===== src/rtl/core/can_id_filter_table_top_macros.svh =====
// ----------------------------------------------------------------------------
// can_id_filter_table_top_macros
// Assertion macros used by the filter table top.
// ----------------------------------------------------------------------------
`ifndef CAN_ID_FILTER_TABLE_TOP_MACROS_SVH
`define CAN_ID_FILTER_TABLE_TOP_MACROS_SVH

// Antecedent implies consequent in the same cycle.
`define CIFT_ASSERT_IMPL(lbl, ante, cons, msg) \
  lbl: assert property (@(posedge clk_i) disable iff (!rst_ni) (ante) |-> (cons)) \
    else $error(msg);

// Antecedent implies consequent in the next cycle.
`define CIFT_ASSERT_NEXT(lbl, ante, cons, msg) \
  lbl: assert property (@(posedge clk_i) disable iff (!rst_ni) (ante) |=> (cons)) \
    else $error(msg);

`endif


===== src/rtl/core/cift_pkg.sv =====
// ----------------------------------------------------------------------------
// cift_pkg
// Types and constants of the CAN identifier filter table.
// ----------------------------------------------------------------------------
package cift_pkg;

  localparam int unsigned EntriesDef = 32;

  localparam int unsigned IdW     = 29;
  localparam int unsigned CmdW    = 2;
  localparam int unsigned SlotW   = 5;
  localparam int unsigned KindW   = 2;
  localparam int unsigned CntW    = 32;
  localparam int unsigned NumKeys = 3;

  localparam int unsigned InDataW  = 32;
  localparam int unsigned OutDataW = 72;

  // Key positions within one lookup
  localparam int unsigned KeyExact = 0;
  localparam int unsigned KeyPrio  = 1;
  localparam int unsigned KeyBcast = 2;

  localparam logic [IdW-1:0] PrioMask  = 29'h3FF_FFFF;
  localparam logic [IdW-1:0] PgnMask   = 29'h3FF_FF00;
  localparam logic [IdW-1:0] BcastAddr = 29'h000_00FE;

  typedef enum logic [CmdW-1:0] {
    CMD_INSERT = 2'd0,
    CMD_REMOVE = 2'd1,
    CMD_LOOKUP = 2'd2,
    CMD_NOP    = 2'd3
  } cmd_e;

  typedef enum logic [KindW-1:0] {
    KIND_EXACT = 2'd0,
    KIND_PRIO  = 2'd1,
    KIND_BCAST = 2'd2,
    KIND_NONE  = 2'd3
  } kind_e;

  typedef enum logic [1:0] {
    ST_IDLE,
    ST_SCAN,
    ST_FINISH
  } state_e;

  typedef struct packed {
    logic               done;
    logic [NumKeys-1:0] hit;
    logic               free_found;
  } scan_status_t;

endpackage


===== src/rtl/core/cift_ram.sv =====
// ----------------------------------------------------------------------------
// cift_ram
// Generic single-write, single-read RAM with registered read data.
// ----------------------------------------------------------------------------
module cift_ram #(
  parameter int unsigned Width = 8,
  parameter int unsigned Depth = 32,
  localparam int unsigned AddrW = (Depth > 1) ? $clog2(Depth) : 1
) (
  input  logic             clk_i,
  input  logic             we_i,
  input  logic [AddrW-1:0] waddr_i,
  input  logic [Width-1:0] wdata_i,
  input  logic             re_i,
  input  logic [AddrW-1:0] raddr_i,
  output logic [Width-1:0] rdata_o
);

  logic [Width-1:0] mem_q [Depth];
  logic [Width-1:0] rdata_q;

  always_ff @(posedge clk_i) begin
    if (we_i) begin
      mem_q[waddr_i] <= wdata_i;
    end
    if (re_i) begin
      rdata_q <= mem_q[raddr_i];
    end
  end

  assign rdata_o = rdata_q;

endmodule


===== src/rtl/core/cift_scan.sv =====
// ----------------------------------------------------------------------------
// cift_scan
// Sweeps the key memory one entry per cycle and records, for each of the
// three search keys, the lowest valid entry holding it, plus the lowest
// free entry.
// ----------------------------------------------------------------------------
module cift_scan #(
  parameter int unsigned Entries = cift_pkg::EntriesDef,
  localparam int unsigned IdxW = (Entries > 1) ? $clog2(Entries) : 1
) (
  input  logic                      clk_i,
  input  logic                      rst_ni,
  input  logic                      start_i,
  input  logic [cift_pkg::IdW-1:0]  key_i [cift_pkg::NumKeys],
  input  logic [Entries-1:0]        valid_i,
  output logic                      rd_en_o,
  output logic [IdxW-1:0]           rd_addr_o,
  input  logic [cift_pkg::IdW-1:0]  rd_data_i,
  output cift_pkg::scan_status_t    status_o,
  output logic [IdxW-1:0]           hit_idx_o [cift_pkg::NumKeys],
  output logic [IdxW-1:0]           free_idx_o
);

  localparam logic [IdxW-1:0] LastIdx = IdxW'(Entries - 1);

  logic                         busy_q, busy_d;
  logic [IdxW-1:0]              addr_q, addr_d;
  logic                         cmp_vld_q;
  logic [IdxW-1:0]              cmp_idx_q;
  logic                         done_q;
  logic [cift_pkg::NumKeys-1:0] hit_q, hit_d;
  logic [IdxW-1:0]              hit_idx_q [cift_pkg::NumKeys];
  logic [IdxW-1:0]              hit_idx_d [cift_pkg::NumKeys];
  logic                         free_q, free_d;
  logic [IdxW-1:0]              free_idx_q, free_idx_d;
  logic                         cur_valid;

  // Address stage
  always_comb begin
    busy_d = busy_q;
    addr_d = addr_q;
    if (start_i) begin
      busy_d = 1'b1;
      addr_d = '0;
    end else if (busy_q) begin
      if (addr_q == LastIdx) begin
        busy_d = 1'b0;
      end else begin
        addr_d = addr_q + 1'b1;
      end
    end
  end

  assign rd_en_o   = busy_q;
  assign rd_addr_o = addr_q;
  assign cur_valid = valid_i[cmp_idx_q];

  // Compare stage: keep the first hit of each key
  always_comb begin
    hit_d      = hit_q;
    hit_idx_d  = hit_idx_q;
    free_d     = free_q;
    free_idx_d = free_idx_q;
    if (start_i) begin
      hit_d  = '0;
      free_d = 1'b0;
    end else if (cmp_vld_q) begin
      for (int k = 0; k < cift_pkg::NumKeys; k++) begin
        if (!hit_q[k] && cur_valid && (rd_data_i == key_i[k])) begin
          hit_d[k]     = 1'b1;
          hit_idx_d[k] = cmp_idx_q;
        end
      end
      if (!free_q && !cur_valid) begin
        free_d     = 1'b1;
        free_idx_d = cmp_idx_q;
      end
    end
  end

  always_ff @(posedge clk_i or negedge rst_ni) begin
    if (!rst_ni) begin
      busy_q    <= 1'b0;
      addr_q    <= '0;
      cmp_vld_q <= 1'b0;
      done_q    <= 1'b0;
      hit_q     <= '0;
      free_q    <= 1'b0;
    end else begin
      busy_q    <= busy_d;
      addr_q    <= addr_d;
      cmp_vld_q <= busy_q;
      done_q    <= cmp_vld_q && (cmp_idx_q == LastIdx);
      hit_q     <= hit_d;
      free_q    <= free_d;
    end
  end

  always_ff @(posedge clk_i) begin
    cmp_idx_q  <= addr_q;
    hit_idx_q  <= hit_idx_d;
    free_idx_q <= free_idx_d;
  end

  assign status_o.done       = done_q;
  assign status_o.hit        = hit_q;
  assign status_o.free_found = free_q;
  assign hit_idx_o           = hit_idx_q;
  assign free_idx_o          = free_idx_q;

endmodule


===== src/rtl/core/can_id_filter_table_top.sv =====
// ----------------------------------------------------------------------------
// can_id_filter_table_top
// Receive-side CAN identifier filter table with insert, remove and lookup.
// ----------------------------------------------------------------------------
// Usage:
//   s_axis carries one command per transaction: tuser holds the command
//   (insert, remove, received frame lookup), tdata the 29-bit identifier.
//   m_axis returns one result per command: tuser holds the match kind,
//   tdata found, slot, table-full flag and both frame counters.
//   cfg_we_i/cfg_wdata_i write the enable bit; write it only while idle.
// Timing:
//   Every command sweeps the key memory one entry per cycle through its
//   single read port; a new command is taken only after the previous one
//   has finished its sweep and its result has been registered.
// Reset:
//   All entries are invalid, both counters are zero and the block is
//   enabled; it is ready for a command straight after reset.
// Stall:
//   A result waiting on m_axis does not block the next command; that
//   command is swept and then held until the waiting result is taken.
// ----------------------------------------------------------------------------
`include "can_id_filter_table_top_macros.svh"

module can_id_filter_table_top #(
  parameter int unsigned Entries = cift_pkg::EntriesDef,
  localparam int unsigned IdxW = (Entries > 1) ? $clog2(Entries) : 1
) (
  input  logic                          clk_i,
  input  logic                          rst_ni,
  // Configuration
  input  logic                          cfg_we_i,
  input  logic                          cfg_wdata_i,
  // Command stream
  input  logic                          s_axis_tvalid_i,
  output logic                          s_axis_tready_o,
  input  logic [cift_pkg::InDataW-1:0]  s_axis_tdata_i,  // identifier[28:0], zero pad
  input  logic [cift_pkg::CmdW-1:0]     s_axis_tuser_i,  // command[1:0]
  // Result stream
  output logic                          m_axis_tvalid_o,
  input  logic                          m_axis_tready_i,
  // found[0], slot[5:1], table_full[6], frames_received[38:7],
  // frames_decoded[70:39], zero pad[71]
  output logic [cift_pkg::OutDataW-1:0] m_axis_tdata_o,
  output logic [cift_pkg::KindW-1:0]    m_axis_tuser_o   // match_kind[1:0]
);

  cift_pkg::state_e             state_q, state_d;
  cift_pkg::cmd_e               cmd_q;
  logic [cift_pkg::IdW-1:0]     id_q;
  logic                         enable_q;
  logic [Entries-1:0]           valid_q, valid_d;
  logic [cift_pkg::CntW-1:0]    rx_q, rx_d, dec_q, dec_d;

  logic                         accept;
  logic                         scan_start;
  logic                         fire;
  logic                         out_valid_q, out_valid_d;
  logic                         out_found_q, out_full_q;
  logic [cift_pkg::SlotW-1:0]   out_slot_q;
  cift_pkg::kind_e              out_kind_q;

  logic                         res_found, res_full;
  logic [IdxW-1:0]              res_idx;
  cift_pkg::kind_e              res_kind;
  logic [31:0]                  res_idx_ext;

  logic [cift_pkg::IdW-1:0]     keys [cift_pkg::NumKeys];
  logic                         ram_we, ram_re;
  logic [IdxW-1:0]              ram_raddr;
  logic [cift_pkg::IdW-1:0]     ram_rdata;
  cift_pkg::scan_status_t       scan_st;
  logic [IdxW-1:0]              hit_idx [cift_pkg::NumKeys];
  logic [IdxW-1:0]              free_idx;

  assign keys[cift_pkg::KeyExact] = id_q;
  assign keys[cift_pkg::KeyPrio]  = id_q & cift_pkg::PrioMask;
  assign keys[cift_pkg::KeyBcast] = (id_q & cift_pkg::PgnMask) | cift_pkg::BcastAddr;

  cift_ram #(
    .Width (cift_pkg::IdW),
    .Depth (Entries)
  ) u_key_ram (
    .clk_i   (clk_i),
    .we_i    (ram_we),
    .waddr_i (free_idx),
    .wdata_i (id_q),
    .re_i    (ram_re),
    .raddr_i (ram_raddr),
    .rdata_o (ram_rdata)
  );

  cift_scan #(
    .Entries (Entries)
  ) u_scan (
    .clk_i      (clk_i),
    .rst_ni     (rst_ni),
    .start_i    (scan_start),
    .key_i      (keys),
    .valid_i    (valid_q),
    .rd_en_o    (ram_re),
    .rd_addr_o  (ram_raddr),
    .rd_data_i  (ram_rdata),
    .status_o   (scan_st),
    .hit_idx_o  (hit_idx),
    .free_idx_o (free_idx)
  );

  // Next state
  always_comb begin
    state_d = state_q;
    case (state_q)
      cift_pkg::ST_IDLE: begin
        if (s_axis_tvalid_i) begin
          state_d = cift_pkg::ST_SCAN;
        end
      end
      cift_pkg::ST_SCAN: begin
        if (scan_st.done) begin
          state_d = cift_pkg::ST_FINISH;
        end
      end
      cift_pkg::ST_FINISH: begin
        if (!out_valid_q || m_axis_tready_i) begin
          state_d = cift_pkg::ST_IDLE;
        end
      end
      default: state_d = cift_pkg::ST_IDLE;
    endcase
  end

  // State outputs
  always_comb begin
    s_axis_tready_o = 1'b0;
    fire            = 1'b0;
    case (state_q)
      cift_pkg::ST_IDLE:   s_axis_tready_o = 1'b1;
      cift_pkg::ST_SCAN:   fire = 1'b0;
      cift_pkg::ST_FINISH: fire = !out_valid_q || m_axis_tready_i;
      default:             fire = 1'b0;
    endcase
  end

  assign accept     = s_axis_tvalid_i && s_axis_tready_o;
  assign scan_start = accept;

  // Resolve the sweep into a result and the table update
  always_comb begin
    res_found = 1'b0;
    res_full  = 1'b0;
    res_idx   = '0;
    res_kind  = cift_pkg::KIND_NONE;
    valid_d   = valid_q;
    ram_we    = 1'b0;
    rx_d      = rx_q;
    dec_d     = dec_q;
    case (cmd_q)
      cift_pkg::CMD_INSERT: begin
        if (scan_st.hit[cift_pkg::KeyExact]) begin
          res_found = 1'b1;
          res_idx   = hit_idx[cift_pkg::KeyExact];
          res_kind  = cift_pkg::KIND_EXACT;
        end else if (scan_st.free_found) begin
          res_idx           = free_idx;
          valid_d[free_idx] = 1'b1;
          ram_we            = fire;
        end else begin
          res_full = 1'b1;
        end
      end
      cift_pkg::CMD_REMOVE: begin
        if (scan_st.hit[cift_pkg::KeyExact]) begin
          res_found                         = 1'b1;
          res_idx                           = hit_idx[cift_pkg::KeyExact];
          res_kind                          = cift_pkg::KIND_EXACT;
          valid_d[hit_idx[cift_pkg::KeyExact]] = 1'b0;
        end
      end
      cift_pkg::CMD_LOOKUP: begin
        if (enable_q) begin
          rx_d = rx_q + 1'b1;
          if (scan_st.hit[cift_pkg::KeyExact]) begin
            res_found = 1'b1;
            res_idx   = hit_idx[cift_pkg::KeyExact];
            res_kind  = cift_pkg::KIND_EXACT;
          end else if (scan_st.hit[cift_pkg::KeyPrio]) begin
            res_found = 1'b1;
            res_idx   = hit_idx[cift_pkg::KeyPrio];
            res_kind  = cift_pkg::KIND_PRIO;
          end else if (scan_st.hit[cift_pkg::KeyBcast]) begin
            res_found = 1'b1;
            res_idx   = hit_idx[cift_pkg::KeyBcast];
            res_kind  = cift_pkg::KIND_BCAST;
          end
          if (res_found) begin
            dec_d = dec_q + 1'b1;
          end
        end
      end
      cift_pkg::CMD_NOP: res_found = 1'b0;
      default:           res_found = 1'b0;
    endcase
  end

  assign res_idx_ext = 32'(res_idx);

  always_comb begin
    out_valid_d = out_valid_q;
    if (fire) begin
      out_valid_d = 1'b1;
    end else if (m_axis_tready_i) begin
      out_valid_d = 1'b0;
    end
  end

  always_ff @(posedge clk_i or negedge rst_ni) begin
    if (!rst_ni) begin
      state_q     <= cift_pkg::ST_IDLE;
      enable_q    <= 1'b1;
      valid_q     <= '0;
      rx_q        <= '0;
      dec_q       <= '0;
      out_valid_q <= 1'b0;
    end else begin
      state_q     <= state_d;
      out_valid_q <= out_valid_d;
      if (cfg_we_i) begin
        enable_q <= cfg_wdata_i;
      end
      // Commit table and counters together with the result
      if (fire) begin
        valid_q <= valid_d;
        rx_q    <= rx_d;
        dec_q   <= dec_d;
      end
    end
  end

  always_ff @(posedge clk_i) begin
    if (accept) begin
      cmd_q <= cift_pkg::cmd_e'(s_axis_tuser_i);
      id_q  <= s_axis_tdata_i[cift_pkg::IdW-1:0];
    end
    if (fire) begin
      out_found_q <= res_found;
      out_full_q  <= res_full;
      out_slot_q  <= res_idx_ext[cift_pkg::SlotW-1:0];
      out_kind_q  <= res_kind;
    end
  end

  // Counters change only on a result, so they double as the payload
  assign m_axis_tvalid_o = out_valid_q;
  assign m_axis_tdata_o  = {1'b0, dec_q, rx_q, out_full_q, out_slot_q, out_found_q};
  assign m_axis_tuser_o  = out_kind_q;

  `CIFT_ASSERT_NEXT(a_accept_starts_sweep, accept, (state_q == cift_pkg::ST_SCAN) && !s_axis_tready_o, "accepted command did not start a sweep")
  `CIFT_ASSERT_IMPL(a_write_new_key_only, ram_we, fire && (cmd_q == cift_pkg::CMD_INSERT) && !scan_st.hit[cift_pkg::KeyExact], "key memory written outside a fresh insert")
  `CIFT_ASSERT_IMPL(a_decoded_needs_received, dec_d != dec_q, rx_d != rx_q, "decoded count moved without a received frame")
  `CIFT_ASSERT_IMPL(a_full_not_found, m_axis_tvalid_o && out_full_q, !out_found_q && (out_kind_q == cift_pkg::KIND_NONE), "table-full result reports a match")

endmodule


===== config.mk =====
export PLATFORM = sky130hd
export DESIGN_NAME = can_id_filter_table_top
export DESIGN_NICKNAME = d
export VERILOG_FILES = /design/src/rtl/core/cift_pkg.sv /design/src/rtl/core/cift_ram.sv /design/src/rtl/core/cift_scan.sv /design/src/rtl/core/can_id_filter_table_top.sv
export VERILOG_INCLUDE_DIRS = /design/src /design/src/rtl/core
export SDC_FILE = /design/constraint.sdc
export NUM_CORES = 1
export LEC_CHECK = 0
export BUFFER_PORTS_ARGS = -buffer_cell sky130_fd_sc_hd__buf_2
export CORE_MARGIN = 3
export CORE_UTILIZATION = 25
export CTS_BUF_LIST = sky130_fd_sc_hd__clkbuf_4 sky130_fd_sc_hd__clkbuf_8
export CTS_CLUSTER_DIAMETER = 50
export DETAILED_ROUTE_END_ITERATION = 10
export SETUP_SLACK_MARGIN = 0.05
export SLEW_MARGIN = 15
export SYNTH_ARGS = -nofsm -noshare
export SYNTH_HDL_FRONTEND = slang
export SYNTH_SLANG_ARGS = --single-unit

===== constraint.sdc =====
create_clock -name clk_i -period 4.3 [get_ports clk_i]
set_clock_uncertainty 0.15 [all_clocks]
set_input_delay 0.43 -clock clk_i [delete_from_list [all_inputs] [get_ports clk_i]]
set_output_delay 0.43 -clock clk_i [all_outputs]
set_load 0.005 [all_outputs]

==> flow_summary.toml, run 1 <==
[detailed_routing]
num_vias = 21400
detail_route.drc_violations = 0
via_per_inst = 4.42
detail_route.wl_per_cell_um = 21.9
postRouteAntennaNets = 0
detail_route.iter0.violations = 1736
routed_wl_um = 106000
dr.pass1.iters = 5

[critical_path]
critical_path.n_buffers_inverters = 0
critical_path.cell_chain = "xnor2_1, nand4_1, nor3_1, nand4_1, nor3_1"
timing.critical_path.arrival_ns = 3.83
path_max_fanout = 33
crit_path_top_delay_cell = "sky130_fd_sc_hd__edfxtp_1"
cpLargestDelayFamily = "simple AND/OR/NAND/NOR gates"
worst_setup_path_start_kind = "register"
cp-end-kind = "register"
worstPathRequired_ns = 4.65
critPathMaxStageDelay_ns = 0.97
path_class = "reg -> reg"

[global_routing]
global_route_usage_over_all_layers_pct = 11.7
grt.overflow.total = 0
global_route_wire_length_before_repair_um = 156000
first_global_vias = 22400
grt_max_degree = 56
grt_antenna_before_repair = 3

[timing]
grt_setup_unrepaired = "no"
post-route-period-util_pct = 80.9
tns_ns = 0
max_clock_freq_mhz = 287
hold_violations = 0
finalCriticalPeriod_ns = 3.48
finalSetupViolations = 0
worst_slew_pin_slew_ns = 1.09
slew_violations = 0
relSlewSlack_pct = 27.2

[clocking]
cts_buffer_depth = 3
htree_num_levels = 4
cts.sinks = 1134
root_buffer = "sky130_fd_sc_hd__clkbuf_8"
cts_tree = "done"
numCtsBuffers = 192
cts_repair_resize_count = 0
cts.reportedPaths.clkPinSlew_ns = 0.06
worst_skew_pair.late_latency_ns = 0.89

[cells_and_area]
nets = 2400
layout-drive-gt1-share_pct = 35.1
finish.instance_area_um2 = 52400
area_delta_synth_final_pct = 19.5

[synth]
syn-cell-area_um2 = 43900
ys_seq_area_share_pct = 76.2
syn_inst = 2012
number_of_synthesized_flops_with_an_enable_pin = 1017
postSynth.asyncResetShare_pct = 9.88
yosys_register_bits = 1134
synth_nets = 2056
synth.yosys.warnings = 0
synth.distinct_cells = 55
syn-mean-instance-area_um2 = 21.8
dominantRegCellSynth = "sky130_fd_sc_hd__edfxtp_1"

[die]
fp-row-count = 153
design.core.area_um2 = 174000
die_h_um = 425
dieArea_um2 = 181000
die_x_um = 425
design.portCount = 116
starting_density_pct = 25.2

[flow_run]
cap_viol_max_count = 0

[power_and_ir_drop]
power-per-cell-area_nw_per_um2 = 556
vdd.ir_drop.worst_uv = 303
p_leak_nw = 17.0

[run_status]
status = "completed"

[placed_design]
post-dp-hpwl_um = 58300
dpl_cell_area_um2 = 48100
buffer_ports.inserted = 111
finalWeightedCongestion = 0.785

[worst_hold_path]
hold_path.class = "in -> reg"
-- power breakdown --
part,internal (W),switching [W]
Clock,0.00523,0.00441
Combinational,0.00350,0.00276
Sequential,0.0125,0.000705
Total,0.0213,0.00787
-- layout by cell type (no fill, tap or decap), types with 32 or more instances in the layout --
cell type                       count
sky130_fd_sc_hd__clkbuf_8         195
sky130_fd_sc_hd__nor2_1            37
sky130_fd_sc_hd__clkinv_1          42
sky130_fd_sc_hd__edfxtp_1        1017
sky130_fd_sc_hd__mux4_2           283
sky130_fd_sc_hd__clkbuf_4          74
sky130_fd_sc_hd__buf_4             71
sky130_fd_sc_hd__xor2_1            34
sky130_fd_sc_hd__buf_2            110
sky130_fd_sc_hd__nand3_1           32
sky130_fd_sc_hd__nor2_4            32
sky130_fd_sc_hd__dlygate4sd3_1     39
sky130_fd_sc_hd__nand4_1           33
sky130_fd_sc_hd__dfrtp_1          105
sky130_fd_sc_hd__nand2_1           46
sky130_fd_sc_hd__xnor2_1           60
-- path summary, 6_finish.rpt --
kind                                    from                   to  slack, ns  depth (start not counted)
min                        s_axis_tdata_i[5]              id_q[5]       0.10                          2
min in group asynchronous             rst_ni           state_q[1]       0.44                          3
max in group asynchronous             rst_ni            dec_q[25]       2.84                          4
max                                 id_q[11]  u_scan.hit_idx_o[3]       0.82                          5
min reg2reg                         rx_q[31]             rx_q[31]       0.31                          1
max reg2reg                         id_q[11]  u_scan.hit_idx_o[3]       0.82                          5
-- worst reg2reg max path, stage by stage, from the launching register on --
cell,delay [ns]
sky130_fd_sc_hd__edfxtp_1,0.97
sky130_fd_sc_hd__xnor2_1,0.22
sky130_fd_sc_hd__nand4_1,0.23
sky130_fd_sc_hd__nor3_1,0.28
sky130_fd_sc_hd__nand4_1,0.48
sky130_fd_sc_hd__nor3_1,0.78
-- kinds of logic after synthesis --
group	Yosys count	share of synthesized area, %
flip-flops	1134	76.2
multiplexers	339	16.1
AND/OR/NAND/NOR	270	3.32
buffers and inverters	103	1.18
XOR/XNOR	94	1.88
AO/OA/AOI/OAI	67	1.17
adder cells (fa/ha/maj)	4	0.114
other	1	0.00854
-- sequential cells by signal, indices dropped and copies added (netlist names), 2 cells and up --
register / flops
u_key_ram.mem_q: 928
dec_q: 32
rx_q: 32
valid_q: 32
id_q: 29
u_key_ram.rdata_o: 29
u_scan.hit_idx_o: 15
out_slot_q: 5
u_scan.cmp_idx_q: 5
u_scan.free_idx_o: 5
u_scan.rd_addr_o: 5
u_scan.hit_q: 3
cmd_q: 2
m_axis_tuser_o: 2
state_q: 2
-- area by class of cell --
type | count | area, µm²
Fill cell | 17000 | 122000
Sequential cell | 1134 | 33500
Multi-Input combinational cell | 775 | 10200
Clock buffer | 269 | 3240
Tap cell | 2325 | 2910
Timing Repair Buffer | 245 | 1970
Clock inverter | 79 | 642
Inverter | 8 | 31.3
Antenna cell | 2 | 5.00
-- cell usage after synthesis, types with 2 or more instances --
cell,number,area [µm²]
sky130_fd_sc_hd__o21ai_0,3,15.0
sky130_fd_sc_hd__inv_1,8,30.0
sky130_fd_sc_hd__buf_2,10,50.1
sky130_fd_sc_hd__or3_1,3,18.8
sky130_fd_sc_hd__nand4_1,33,206
sky130_fd_sc_hd__a2bb2oi_1,16,140
sky130_fd_sc_hd__buf_6,8,90.1
sky130_fd_sc_hd__and2_1,7,43.8
sky130_fd_sc_hd__or4_1,2,15.0
sky130_fd_sc_hd__nor2b_1,6,37.5
sky130_fd_sc_hd__nor3_2,3,30.0
sky130_fd_sc_hd__a22oi_1,6,45.0
sky130_fd_sc_hd__mux2_2,31,349
sky130_fd_sc_hd__nor3_1,16,80.1
sky130_fd_sc_hd__o22a_1,16,140
sky130_fd_sc_hd__or3b_2,3,26.3
sky130_fd_sc_hd__dfrtp_1,111,2780
sky130_fd_sc_hd__or2_2,2,12.5
sky130_fd_sc_hd__clkbuf_1,53,199
sky130_fd_sc_hd__mux2i_1,18,180
sky130_fd_sc_hd__and4_1,7,61.3
sky130_fd_sc_hd__a221oi_1,6,52.6
sky130_fd_sc_hd__dfxtp_1,5,100
sky130_fd_sc_hd__xnor2_1,60,526
sky130_fd_sc_hd__ha_1,4,50.1
sky130_fd_sc_hd__and3_1,10,62.6
sky130_fd_sc_hd__xor2_1,34,298
sky130_fd_sc_hd__or3b_1,3,26.3
sky130_fd_sc_hd__mux4_1,7,184
sky130_fd_sc_hd__nand3b_1,6,45.0
sky130_fd_sc_hd__nand2_1,46,173
sky130_fd_sc_hd__mux4_2,283,6370
sky130_fd_sc_hd__nand3_1,32,160
sky130_fd_sc_hd__nand2b_1,5,31.3
sky130_fd_sc_hd__o31ai_1,2,15.0
sky130_fd_sc_hd__nor2_1,69,259
sky130_fd_sc_hd__buf_1,8,30.0
sky130_fd_sc_hd__nor3b_2,2,25.0
sky130_fd_sc_hd__edfxtp_1,1017,30500
sky130_fd_sc_hd__buf_4,16,120
sky130_fd_sc_hd__nor4_1,9,56.3
sky130_fd_sc_hd__a21oi_1,13,65.1
-- through the flow --
stage / cells / total power [W] / hold WS (ns) / util [%] / worst slack (ns)
2_1_floorplan: 2012 / 0.0180 / -0.0156 / - / 0.830
3_3_place_gp: 4447 / 0.0198 / 0.302 / 27.6 / 0.866
3_5_place_dp: 4447 / 0.0198 / 0.308 / 27.6 / 0.738
4_1_cts: 4835 / 0.0296 / 0.00300 / 30.1 / 0.727
5_1_grt: 4837 / 0.0305 / 0.0286 / 30.1 / 0.564
6_report: 4837 / 0.0291 / 0.103 / 30.1 / 0.820
-- what timing repair did --
action                                  4_1_cts  5_1_grt
hold buffers                                 40        0
endpoints found under the setup margin        0        0
buffers inserted                              0        0
hold endpoints to repair                    106        0
-- layer usage --
layer / GRT usage (%) / vias to the layer above / wire, µm
li1: - / 9109 / -
met2: 19.6 / 613 / 53400
met5: 0 / - / 0
met3: 2.28 / 144 / 5390
met4: 3.58 / 0 / 2190
met1: 15.2 / 11500 / 44800
No activity file was read; power rests on OpenSTA's default activity.
==> run 2, diff against run 1 <==
- clock period: 4.3 -> 3.3 ns (I/O delays scaled with it)
==> flow_summary.toml, run 2 (synthesis gave the netlist of run 1 again) <==
[cells_and_area]
largest_register_ff_count = 928
largest_register = "u_key_ram.mem_q"
num-fill-cells = 16900
final_cell_mix = "1017 x sky130_fd_sc_hd__edfxtp_1, 283 x sky130_fd_sc_hd__mux4_2, 191 x sky130_fd_sc_hd__clkbuf_8"
nets = 2468
layout_commonest_cell = "sky130_fd_sc_hd__edfxtp_1"
layout-drive-gt1-share_pct = 36.2
area_delta_synth_final_pct = 21.0

[die]
design.portCount = 116
design.core.area_um2 = 174000
starting_density_pct = 25.2
dieArea_um2 = 181000
die_x_um = 425
die_h_um = 425
fp-row-count = 153

[clocking]
numCtsBuffers = 184
cts_buffer_depth = 3
htree_num_levels = 4
cts.reportedPaths.clkPinSlew_ns = 0.06
cts_tree = "done"
root_buffer = "sky130_fd_sc_hd__clkbuf_8"
cts.sinks = 1134
worst_skew_pair.late_latency_ns = 0.86

[global_routing]
global_route_usage_over_all_layers_pct = 12.2
grt_antenna_before_repair = 1
global_route.usage.met2_pct = 19.5
grt_util_met1_pct = 16.5
grt_util_met3_pct = 2.64
global_route_wire_length_before_repair_um = 160000
top_usage_layer = "met2"
grt_max_degree = 58
first_global_vias = 22700
grt.overflow.total = 0

[critical_path]
crit_path_top_delay_cell = "sky130_fd_sc_hd__dfrtp_4"
cp-end-kind = "register"
cpLargestDelayFamily = "multiplexers"
path_class = "reg -> reg"
path_max_fanout = 54
critical_path.n_buffers_inverters = 1
r2r_start = "u_scan.rd_addr_o[0]"
critPathMaxStageDelay_ns = 0.62
critical_path.cell_chain = "buf_12, mux4_2, mux4_2, mux2_2"
critical_path.most_common_cell = "sky130_fd_sc_hd__mux4_2"
crit_path_start = "u_scan.rd_addr_o[0]"
worst_setup_path_start_kind = "register"
worstPathRequired_ns = 3.74
timing.critical_path.arrival_ns = 3.34

[detailed_routing]
num_vias = 22000
postRouteAntennaNets = 0
dr.pass1.iters = 5
via_per_inst = 4.49
routed_wl_um = 111000
detail_route.iter0.violations = 2331
detail_route.wl_per_cell_um = 22.6
detail_route.drc_violations = 0

[worst_hold_path]
hold_path.startpoint = "s_axis_tdata_i[24]"
hold_path.class = "in -> reg"

[timing]
relSlewSlack_pct = 31.3
worst_slew_pin_slew_ns = 1.03
slew_violations = 0
post-route-period-util_pct = 87.9
hold_slack_ns = 0.0823
finalSetupViolations = 0
grt_setup_unrepaired = "no"
finalCriticalPeriod_ns = 2.90
hold_violations = 0
max_clock_freq_mhz = 345

[power_and_ir_drop]
power-per-cell-area_nw_per_um2 = 713
vdd.ir_drop.worst_uv = 641
sum_of_internal_switching_and_leakage_power_w = 0.0379
p_leak_nw = 17.4

[placed_design]
buffer_ports.inserted = 111
finalWeightedCongestion = 0.773
post-dp-hpwl_um = 61600

[flow_run]
cap_viol_max_count = 0

[run_status]
status = "completed"
==> run 2: changes by cell type in the layout (fill, tap and decap cells not counted), sizes merged <==
cell | previous run | this run
clkinvlp | 4 | 2
clkbuf | 269 | 266
clkinv | 60 | 62
inv | 18 | 16
dlygate4sd3 | 39 | 53
buf | 206 | 268
bufinv | 5 | 4
==> run 2: path summary, 6_finish.rpt <==
check / endpoint / cells after the start / slack, ns
hold reg to reg: rx_q[31] / 1 / 0.32
min in group asynchronous: rx_q[8] / 4 / 0.49
setup / recovery: u_key_ram.rdata_o[18] / 4 / 0.40
max in group asynchronous: u_scan.rd_addr_o[1] / 4 / 2.21
hold / removal: id_q[24] / 2 / 0.08
setup reg to reg: u_key_ram.rdata_o[18] / 4 / 0.40
==> run 2: layer usage <==
metal	vias to the layer above	part of all wire (%)
met4	0	2.2
met1	11800	43
met3	163	6.5
met5	-	0
li1	9269	-
met2	783	48
==> run 2: timing repair <==
item	in CTS	in global routing
resized for setup	0	0
endpoints found under the setup margin	0	3
setup buffers	0	1
hold buffers	54	0
endpoints found under the hold margin	165	0
==> run 2: layout make-up <==
class / count / area, µm² / share of cell area, %
clock inverters: 76 / 499 / 0.940
clock buffers: 266 / 3190 / 6.01
well taps: 2325 / 2910 / 5.48
inverters: 8 / 31.3 / 0.0589
multi-input cells: 775 / 10200 / 19.2
diodes: 2 / 5.00 / 0.00942
flip-flops and latches: 1134 / 33500 / 63.0
repair buffers: 321 / 2860 / 5.38
==> run 2: where the power goes <==
part,switching (W),internal [W]
combinational,0.00393,0.00487
clock,0.00556,0.00657
sequential,0.000635,0.0163
==> run 2: stage by stage <==
stage | cell area (µm²) | setup TNS (ns) | util, % | worst slack (ns) | instances
CTS | 53100 | 0 | 30.5 | 0.252 | 4902
global route | 53100 | 0 | 30.5 | 0.297 | 4906
finish | 53100 | 0 | 30.5 | 0.401 | 4907
floorplan | 43900 | -54.62 | - | -0.170 | 2012
global placement | 48800 | 0 | 28.0 | 0.346 | 4506
detailed placement | 48800 | 0 | 28.0 | 0.268 | 4506
==> run 3, diff against run 2 <==
- REMOVE_ABC_BUFFERS: unset -> 1
==> flow_summary.toml, run 3 (synthesis gave the netlist of run 1 again) <==
[power_and_ir_drop]
intPower_w = 0.0278
share_clk_of_total_power_pct = 33.1
vdd.ir_drop.worst_uv = 455
comb_power_share_pct = 22.0
power.share.switching_pct = 26.9
net_switching_power_figure_w = 0.0102
p_leak_nw = 17.3
sum_of_internal_switching_and_leakage_power_w = 0.0380
power-per-cell-area_nw_per_um2 = 718
sequentialPowerShare_pct = 44.8

[clocking]
cts_buffer_depth = 3
worst_skew_pair.late_latency_ns = 0.89
cts_tree = "done"
cts.reportedPaths.clkPinSlew_ns = 0.06
root_buffer = "sky130_fd_sc_hd__clkbuf_8"
cts.sinks = 1134
numCtsBuffers = 188
htree_num_levels = 4
post_cts_buffers = 0

[timing]
hold_slack_ns = 0.0596
finalCriticalPeriod_ns = 3.02
slew_violations = 0
grt_setup_unrepaired = "no"
max_clock_freq_mhz = 331
relSlewSlack_pct = 28.8
finalSetupViolations = 0
worst_slew_pin_slew_ns = 1.06
hold_violations = 0
post-route-period-util_pct = 91.6

[cells_and_area]
area_delta_synth_final_pct = 20.8
post-route-util_pct = 30.4
final_cell_mix = "1017 x sky130_fd_sc_hd__edfxtp_1, 283 x sky130_fd_sc_hd__mux4_2, 190 x sky130_fd_sc_hd__clkbuf_8"
largest_register = "u_key_ram.mem_q"
post_layout_nonfiller_instances = 4893
layout-drive-gt1-share_pct = 35.5
finish.instance_area_um2 = 53000
nets = 2454
largest_register_ff_count = 928
num-fill-cells = 16900
layout_commonest_cell = "sky130_fd_sc_hd__edfxtp_1"

[run_status]
status = "completed"

[detailed_routing]
routed_wl_um = 108000
detail_route.drc_violations = 0
via_per_inst = 4.48
postRouteAntennaNets = 0
detail_route.wl_per_cell_um = 22.2
dr.pass1.iters = 5
num_vias = 21900
detail_route.iter0.violations = 2128

[global_routing]
grt_antenna_before_repair = 3
grt.overflow.total = 0
grt_max_degree = 55
global_route_usage_over_all_layers_pct = 11.9
first_global_vias = 22400
global_route_wire_length_before_repair_um = 157000

[die]
die_h_um = 425
starting_density_pct = 25.2
fp-row-count = 153
dieArea_um2 = 181000
design.core.area_um2 = 174000
design.portCount = 116
die_x_um = 425

[critical_path]
path_max_fanout = 8
timing.critical_path.arrival_ns = 3.42
path_class = "reg -> reg"
worstPathRequired_ns = 3.70
cp-end-kind = "register"
worst_setup_path_start_kind = "register"

[placed_design]
dpl_cell_area_um2 = 48500
finalWeightedCongestion = 0.780
dp.cells = 4484
post-dp-hpwl_um = 62600
buffer_ports.inserted = 111

[worst_hold_path]
hold_path.class = "in -> reg"

[flow_run]
cap_viol_max_count = 0
## run 3: layout make-up
| cell class | instances | area [µm²] | area share [%] |
|---|---|---|---|
| inverter | 8 | 31.3 | 0.0590 |
| antenna | 5 | 12.5 | 0.0236 |
| multi-input combinational | 775 | 10200 | 19.2 |
| clock buffer | 247 | 3040 | 5.74 |
| tap | 2325 | 2910 | 5.49 |
| clock inverter | 96 | 815 | 1.54 |
| sequential | 1134 | 33500 | 63.1 |
| timing repair buffer | 303 | 2570 | 4.85 |
## run 3: power by group through the flow
| stage | Clock [W] | Combinational (W) | Sequential [W] |
|---|---|---|---|
| final | 0.0126 | 0.00838 | 0.0171 |
| after global routing | 0.0136 | 0.00898 | 0.0171 |
| after CTS | 0.0130 | 0.00858 | 0.0171 |
| after detailed placement | 0 | 0.00848 | 0.0174 |
| after global placement | 0 | 0.00845 | 0.0174 |
| after floorplan | 0 | 0.00418 | 0.0176 |
## run 3: worst max-delay path, stage by stage, from the launching register on
cell and delay [ns]:
sky130_fd_sc_hd__edfxtp_1 0.50, sky130_fd_sc_hd__nor4b_1 0.44, sky130_fd_sc_hd__nand3b_1 0.21, sky130_fd_sc_hd__or3b_1 0.42, sky130_fd_sc_hd__buf_4 0.23, sky130_fd_sc_hd__nor2_4 0.49
sky130_fd_sc_hd__buf_4 0.28
## run 3: path summary, 6_finish.rpt
kind | start | slack (ns) | to | cells past startpoint
hold reg to reg | rx_q[31] | 0.31 | rx_q[31] | 1
setup reg to reg | cmd_q[0] | 0.28 | u_key_ram.mem_q[21][6] | 6
min in group asynchronous | rst_ni | 0.49 | valid_q[18] | 4
setup / recovery | cmd_q[0] | 0.28 | u_key_ram.mem_q[21][6] | 6
hold / removal | s_axis_tdata_i[24] | 0.06 | id_q[24] | 2
max in group asynchronous | rst_ni | 2.12 | dec_q[23] | 4
## run 3: per-layer routing
metal | share of wire [%] | vias to the layer above | routed length (µm) | global-route usage, %
met1 | 44 | 11700 | 47200 | 16.4
met4 | 2.0 | 0 | 2140 | 3.51
li1 | - | 9230 | - | -
met3 | 7.3 | 149 | 7900 | 2.92
met2 | 47 | 813 | 51200 | 18.6
met5 | 0 | - | 0 | 0
## run 3: through the flow
| step | setup TNS, ns | worst slack, ns |
|---|---|---|
| after global routing | 0 | 0.170 |
| after global placement | 0 | 0.296 |
| final | 0 | 0.278 |
| after floorplan | -357.12 | -7.35 |
| after CTS | 0 | 0.262 |
| after detailed placement | 0 | 0.300 |
## run 3: repair_timing
| action | 4_1_cts | 5_1_grt |
|---|---|---|
| setup endpoints to repair | 0 | 0 |
| hold buffers | 61 | 0 |
| hold endpoints to repair | 150 | 0 |
| gates resized for setup | 0 | 0 |
